File: src/hdl/twt_pkg.sv
// Package for the text word tokenizer: character codes, counter limits and
// the word record that travels from the front end to the output stage.
// No dependencies.
package twt_pkg;

  localparam int unsigned CNT_W        = 16;
  localparam int unsigned MAX_TEXT_LEN = 65536;
  localparam int unsigned QDEPTH       = 4;

  localparam logic [CNT_W-1:0] CNT_MAX = '1;

  localparam logic [7:0] CH_SPACE   = 8'h20;
  localparam logic [7:0] CH_TAB     = 8'h09;
  localparam logic [7:0] CH_NEWLINE = 8'h0A;

  localparam logic MODE_CHAR = 1'b0;
  localparam logic MODE_END  = 1'b1;

  // Raw counter snapshot of one finished word; length and column are
  // derived from it in the output stage.
  typedef struct packed {
    logic [CNT_W-1:0] line;
    logic [CNT_W-1:0] column_count;
    logic [CNT_W-1:0] position;
    logic [CNT_W-1:0] start;
    logic             last;
  } word_rec_t;

  function automatic logic [CNT_W-1:0] sat_inc(input logic [CNT_W-1:0] v);
    return (v == CNT_MAX) ? CNT_MAX : v + CNT_W'(1);
  endfunction

endpackage

File: src/hdl/twt_front.sv
// Front end of the tokenizer: classifies each item, keeps the line, column
// and position counters and produces one word record per word boundary and per end-of-text mark.
// Depends on twt_pkg.
module twt_front import twt_pkg::*; #(
  parameter int unsigned MAX_LEN = MAX_TEXT_LEN
) (
  input  logic      clk,
  input  logic      rst,
  input  logic      accept,
  input  logic      mode,
  input  logic [7:0] char_byte,
  output logic      push,
  output word_rec_t rec
);

  localparam int unsigned AW = $clog2(MAX_LEN + 1);

  logic [7:0]       previous_char;
  logic             previous_valid;
  logic [CNT_W-1:0] line_count;
  logic [CNT_W-1:0] column_count;
  logic [CNT_W-1:0] position_count;
  logic [CNT_W-1:0] word_start;
  logic [AW-1:0]    accepted;

  logic prev_blank, prev_nl, cur_blank, cur_nl, boundary, text_full;

  always_comb begin
    prev_blank = previous_valid && (previous_char == CH_SPACE || previous_char == CH_TAB);
    prev_nl    = previous_valid && (previous_char == CH_NEWLINE);
    cur_blank  = (char_byte == CH_SPACE) || (char_byte == CH_TAB);
    cur_nl     = (char_byte == CH_NEWLINE);
    boundary   = (!cur_blank && prev_blank) || prev_nl || cur_nl;
    text_full  = (accepted >= AW'(MAX_LEN));
  end

  assign push = accept && ((mode == MODE_END) || (!text_full && boundary && previous_valid));

  always_comb begin
    rec.line         = line_count;
    rec.column_count = column_count;
    rec.position     = position_count;
    rec.start        = word_start;
    rec.last         = (mode == MODE_END);
  end

  always_ff @(posedge clk) begin
    if (rst || (accept && mode == MODE_END)) begin
      previous_char  <= '0;
      previous_valid <= 1'b0;
      line_count     <= '0;
      column_count   <= '0;
      position_count <= '0;
      word_start     <= '0;
      accepted       <= '0;
    end else if (accept && !text_full) begin
      accepted <= accepted + AW'(1);
      if (boundary) begin
        word_start <= position_count;
      end
      if (prev_nl) begin
        line_count   <= sat_inc(line_count);
        column_count <= CNT_W'(1);
      end else begin
        column_count <= sat_inc(column_count);
      end
      position_count <= sat_inc(position_count);
      previous_char  <= char_byte;
      previous_valid <= 1'b1;
    end
  end

endmodule

File: src/hdl/twt_queue.sv
// Short register queue of word records between the front end and the
// output stage. Depends on twt_pkg.
module twt_queue import twt_pkg::*; (
  input  logic      clk,
  input  logic      rst,
  input  logic      push,
  input  word_rec_t push_rec,
  input  logic      pop,
  output logic      full,
  output logic      head_valid,
  output word_rec_t head_rec
);

  localparam int unsigned PW = (QDEPTH > 1) ? $clog2(QDEPTH) : 1;
  localparam int unsigned CW = $clog2(QDEPTH + 1);

  word_rec_t     mem [QDEPTH];
  logic [PW-1:0] wr_ptr;
  logic [PW-1:0] rd_ptr;
  logic [CW-1:0] count;

  assign full       = (count == CW'(QDEPTH));
  assign head_valid = (count != '0);
  assign head_rec   = mem[rd_ptr];

  function automatic logic [PW-1:0] ptr_inc(input logic [PW-1:0] p);
    return (p == PW'(QDEPTH - 1)) ? '0 : p + PW'(1);
  endfunction

  always_ff @(posedge clk) begin
    if (push) begin
      mem[wr_ptr] <= push_rec;
    end
  end

  always_ff @(posedge clk) begin
    if (rst) begin
      wr_ptr <= '0;
      rd_ptr <= '0;
      count  <= '0;
    end else begin
      if (push) begin
        wr_ptr <= ptr_inc(wr_ptr);
      end
      if (pop) begin
        rd_ptr <= ptr_inc(rd_ptr);
      end
      if (push && !pop) begin
        count <= count + CW'(1);
      end else if (pop && !push) begin
        count <= count - CW'(1);
      end
    end
  end

endmodule

File: src/hdl/twt_back.sv
// Output stage of the tokenizer: turns a queued word record into length and
// start column and holds the result in the output register. Depends on twt_pkg.
module twt_back import twt_pkg::*; (
  input  logic               clk,
  input  logic               rst,
  input  logic               head_valid,
  input  word_rec_t          head_rec,
  output logic               pop,
  output logic               out_valid,
  input  logic               out_ready,
  output logic [4*CNT_W-1:0] out_data,
  output logic               out_last
);

  logic [CNT_W-1:0] len;
  logic [CNT_W-1:0] col;

  always_comb begin
    len = (head_rec.position >= head_rec.start) ? head_rec.position - head_rec.start : '0;
    col = (head_rec.column_count >= len) ? head_rec.column_count - len : '0;
  end

  assign pop = head_valid && (!out_valid || out_ready);

  always_ff @(posedge clk) begin
    if (rst) begin
      out_valid <= 1'b0;
    end else if (!out_valid || out_ready) begin
      out_valid <= head_valid;
    end
  end

  always_ff @(posedge clk) begin
    if (pop) begin
      out_data <= {head_rec.start, len, col, head_rec.line};
      out_last <= head_rec.last;
    end
  end

endmodule

File: src/hdl/text_word_tokenizer_top.sv
// Text word tokenizer: one text byte or end-of-text mark per cycle in while
// the queue is not full, one word record out per word boundary or end of text.
// A word that an accepted item finishes passes through the queue and then the
// output register before it appears on the output.
// Synchronous active-high reset clears the counters, the queue and the output
// valid flag; end of text also returns the counters to reset state.
module text_word_tokenizer_top import twt_pkg::*; #(
  parameter int unsigned MAX_LEN = MAX_TEXT_LEN
) (
  input  logic               clk,
  input  logic               rst,
  // Input stream: one item is a text byte or an end-of-text mark.
  input  logic               s_tvalid,
  output logic               s_tready,
  input  logic [7:0]         s_tdata,  // char_byte[7:0]
  input  logic               s_tuser,  // mode: 0 = text byte, 1 = end of text
  // Output stream: one item per emitted word.
  output logic               m_tvalid,
  input  logic               m_tready,
  output logic [4*CNT_W-1:0] m_tdata,  // word_line, word_column, word_length, word_offset
  output logic               m_tlast   // final_word
);

  // The front end takes an item only when the queue has room for the word it
  // may finish, so no result is ever dropped. An item produces at most one
  // word, so one free slot is always enough.
  logic      q_full;
  logic      accept;
  logic      push;
  word_rec_t push_rec;
  logic      head_valid;
  word_rec_t head_rec;
  logic      pop;

  assign s_tready = !q_full;
  assign accept   = s_tvalid && s_tready;

  // Front end: classification and counters.
  twt_front #(
    .MAX_LEN (MAX_LEN)
  ) u_front (
    .clk       (clk),
    .rst       (rst),
    .accept    (accept),
    .mode      (s_tuser),
    .char_byte (s_tdata),
    .push      (push),
    .rec       (push_rec)
  );

  // The queue decouples the front end from a stalled output; the front end
  // keeps taking bytes while a finished word waits on the output register.
  twt_queue u_queue (
    .clk        (clk),
    .rst        (rst),
    .push       (push),
    .push_rec   (push_rec),
    .pop        (pop),
    .full       (q_full),
    .head_valid (head_valid),
    .head_rec   (head_rec)
  );

  // Back end: derives length and column, then registers the result.
  twt_back u_back (
    .clk        (clk),
    .rst        (rst),
    .head_valid (head_valid),
    .head_rec   (head_rec),
    .pop        (pop),
    .out_valid  (m_tvalid),
    .out_ready  (m_tready),
    .out_data   (m_tdata),
    .out_last   (m_tlast)
  );

endmodule

File: config.mk
export PLATFORM = sky130hd
export DESIGN_NAME = text_word_tokenizer_top
export DESIGN_NICKNAME = d
export VERILOG_FILES = /design/src/hdl/twt_pkg.sv /design/src/hdl/twt_front.sv /design/src/hdl/twt_queue.sv /design/src/hdl/twt_back.sv /design/src/hdl/text_word_tokenizer_top.sv
export SDC_FILE = /design/constraint.sdc
export NUM_CORES = 1
export LEC_CHECK = 0
export BUFFER_PORTS_ARGS = -buffer_cell sky130_fd_sc_hd__buf_2
export CORE_ASPECT_RATIO = 2
export CORE_MARGIN = 2
export CORE_UTILIZATION = 50
export DETAILED_ROUTE_END_ITERATION = 10
export GPL_TIMING_DRIVEN = 0
export PLACE_DENSITY = 0.67
export SYNTH_ARGS = -nofsm -noshare
export SYNTH_HDL_FRONTEND = slang
export SYNTH_SLANG_ARGS = --single-unit
File: constraint.sdc
create_clock -name clk -period 9.4 [get_ports clk]
set_clock_uncertainty 0.05 [all_clocks]
set_input_delay 0.47 -clock clk [delete_from_list [all_inputs] [get_ports clk]]
set_output_delay 0.47 -clock clk [all_outputs]
set_load 0.01 [all_outputs]
==> results.md <==
* Setup slack, reg-to-reg at roughly 2300 ps
* Post-CTS Resized at 0
* Final Critical Period at approximately 7100 ps
* Area post-placement at 19000 um2
* Worst Tran Pin Value at 925 ps
* Clock transition at the registers of the reported paths at 70 ps
* Status: complete, no violations
* Clk pwr share at 0.211
* Vias per inst at 5.76
* Buf+Inv Stages, Crit Path at 6
* Clk root buf: clkbuf_16
* Synthesized instance count at 1214
* Setup WS pre-CTS at 2180 ps
* Total congestion overflow at 0
* Hold Crit Depth at 1
* Synth Cell Area at 17800 um2
* Final Cycle Share at 0.758
* Final setup vio count at 0
* DP Wirelength at 27400 um
* Hold Crit Endpoint: u_queue.mem[3][0]$_DFFE_PP_
* Design Area, Final at 20200 um2
* Share of total power in combinational logic at 0.447
* Pre-antenna DRT Iters at 5
* Clock insertion delay at the later pin of the skew report at 550 ps
* Slew HR at 0.384
* CP max stage cell: clkbuf_1
* Post-synthesis cell type count at 73
* Critical path type: reg -> reg
* Main synth FF type: edfxtp_1
* Worst Path Max Fanout at 10
* Largest family of logic cells by synthesized area: multiplexers
* Register area share after synthesis at 0.659
* CP arrival at about 7400 ps
* Synth Area in Simple Gates at 0.0964
* Fin Setup TNS at 0 ps
* Register area at 11800 um2
* Clk sinks at roughly 430
* Global-route wire length before repair at ~59000 um
* Ant. Diodes at 0
* Max-slew violations at 0
* Post-synth EDFFs at 325
* RSZ-0062 raised after global routing: false
* Starting Density at 0.508
* Most frequent cells in the layout: 325 x edfxtp_1, 100 x dfxtp_1, 96 x nor2_1
* Hold Slack at 126 ps
* Die Area at 37300 um2
* Vias in the first global route at 10822
* FF-to-FF path depth at 22
* Top cell type's share of synthesized area at 0.547
* Final ANT Viol Nets at 0
* Cell Rows at 97
* Most common cell after layout, fill and taps aside: edfxtp_1
* Worst Hold Class: in -> reg
* PortBufs at 78
* Xor/xnor share of the synthesized area at 0.0280
* Adder-cell area share of the yosys netlist at 0.0335
* Post-synth top area cell: edfxtp_1
* Compound-Gate Fraction of Synth Area at 0.0663
* Slowest stage delay, CP at 690 ps
* Highest Clock Rate at 0.140 GHz
* Avg Cell Area, Syn at 14.7 um2
* Sw Share at 0.364
* Cts bufs inserted at 37
* Share of cells above drive strength 1 at 0.192
* Fin. Hold Viols at 0
* Top Ports at 80
* Clk buf depth at 3
* Via count at 10435
* Crit path required time at between 9000 and 10000 ps
* CTS tree: yes
* Die height at between 200 and 300 um
* Critical path's top delay family: compound AO/OA/AOI/OAI gates
* Cell Int Power at about 4.6 mW
* Area delta synth->final at 13.1%
* DR WL/cell at 21.1 um
* Area of the multi-input gates at 5760 um2
* P per Cell Area at 356 nW/um2
* Final GP Congestion at 0.912
* Sequential power share at 0.342
* Critical R2R Capture: u_back.out_data[28]$_SDFFCE_PN0P_
* Max-cap violations at 0
* CTS HTree Levels at 2
* Lkg Pwr at 7.13 nW
* Largest net degree at the start of global routing at 49
* Net Switching at 2.61 mW
* DRC Markers at 0
* Die width at 138 um
* Setup bufs post-CTS at 0
* Routed wire length at around 38000 um
* VDD IR max at between 0.0002 and 0.00025 V
* Top cells by area, synth: edfxtp_1 55%, dfxtp_1 11%, mux4_2 8.2%
* Final nets at 1396
* FILL cells at roughly 2800
* Initial antenna violation count at 0
* Worst setup margin at ~2300 ps
* Post-Syn Nets at around 1300
* Critical Path Source Type: flop
* Hold_buf cts at 0
* Mux share of post-synthesis cell area at 0.0973
* Core Area at 35100 um2
* DR iter-0 viols at approximately 540
* All-Layer GR Usage at 0.210
* Yosys warns at 0
* Yosys reg bits at 425
* Critical Path Sink Type: flop
* Worst Hold Launch: s_tuser
* Asr flop ratio synth at 0
* Cell chain of the critical path: clkbuf_1 -> buf_2 -> mux4_2 -> inv_1 -> ha_1 -> inv_1 -> fa_1 -> a211oi_2 -> o21bai_1 -> a221o_1 -> a41oi_4 -> a41oi_4 -> buf_6 -> nand2_1 -> ha_1 -> a211oi_1 -> o21ai_0 -> a31oi_1 -> a31oi_1 -> nor2_1 -> buf_4 -> nor2_1
cells in the mapped netlist, types with 13 or more instances:
cell type and number:
xnor2_1 27, xor2_1 30, ha_1 43, a31oi_1 13, nor3_1 16, mux2i_1 26
a21oi_1 77, nand2_1 72, nand3_1 29, o21ai_0 30, dfxtp_1 100, and2_1 14
edfxtp_1 325, nand4_1 18, clkbuf_1 21, and3_1 18, mux4_2 65, inv_1 38
buf_2 13, nor2_1 96
logic make-up (layout without fill, tap and decap cells):
logic type | after synthesis | in the layout
buffers and inverters | 81 | 233
AOI/OAI and AO/OA | 183 | 183
and+or+nand+nor | 330 | 330
muxes | 92 | 92
xor gates and xnor gates | 57 | 57
adders and majority gates | 46 | 46
DFF | 425 | 425
state kept, by name (all words and copies together) (netlist names), named ones only:
name,count
u_front.word_start,16
u_queue.count,3
u_front.previous_valid,1
u_front.accepted,17
u_queue.rd_ptr,2
u_front.position_count,16
u_queue.wr_ptr,2
u_back.out_data,64
u_back.out_last,1
u_front.column_count,16
u_front.previous_char,8
u_front.line_count,16
u_queue.mem,260
u_back.out_valid,1
power groups by stage:
| stage | Sequential (mW) | Clock, mW | Combinational [mW] |
|---|---|---|---|
| 2_1_floorplan | 2.59 | 0 | 2.12 |
| 3_3_place_gp | 2.52 | 0 | 3.03 |
| 3_5_place_dp | 2.50 | 0 | 3.22 |
| 4_1_cts | 2.46 | 1.55 | 3.23 |
| 5_1_grt | 2.47 | 1.61 | 3.50 |
| 6_report | 2.45 | 1.52 | 3.20 |
metrics by stage:
stage / util / power, mW / cells
finish: 0.575 / 7.17 / 1811
global route: 0.575 / 7.59 / 1811
CTS: 0.575 / 7.23 / 1811
detailed placement: 0.540 / 5.71 / 1743
global placement: 0.535 / 5.55 / 1737
floorplan: - / 4.71 / 1214
routing by layer:
metal / part of all wire / GRT usage / up-vias
met5: 0 / 0 / -
met4: 0.047 / 0.0990 / 0
met3: 0.033 / 0.0247 / 94
met2: 0.57 / 0.405 / 246
met1: 0.35 / 0.218 / 5214
li1: - / - / 4881
area by class of cell:
| class | count | share of cell area |
|---|---|---|
| multi-input cells | 708 | 0.285 |
| inverters | 39 | 0.00726 |
| clock buffers | 55 | 0.0549 |
| clock inverters | 13 | 0.00534 |
| flip-flops and latches | 425 | 0.583 |
| plain buffers | 42 | 0.00955 |
| well taps | 445 | 0.0276 |
| repair buffers | 84 | 0.0268 |
how the worst max path moves through the flow:
| stage | slack (ps) | cells after the start | end | start |
|---|---|---|---|---|
| after global routing | 1910 | 22 | u_back.out_data[30]$_SDFFCE_PN0P_ | flop |
| final | 2280 | 22 | u_back.out_data[28]$_SDFFCE_PN0P_ | flop |
| after CTS | 2150 | 22 | u_back.out_data[28]$_SDFFCE_PN0P_ | flop |
| after global placement | 1900 | 10 | u_queue.count[2]$_SDFFE_PP0P_ | m_tready |
| after detailed placement | 2180 | 22 | u_back.out_data[28]$_SDFFCE_PN0P_ | flop |
| after floorplan | 3890 | 22 | u_back.out_data[18]$_SDFFCE_PN0P_ | flop |
No activity file was read; power rests on OpenSTA's default activity.
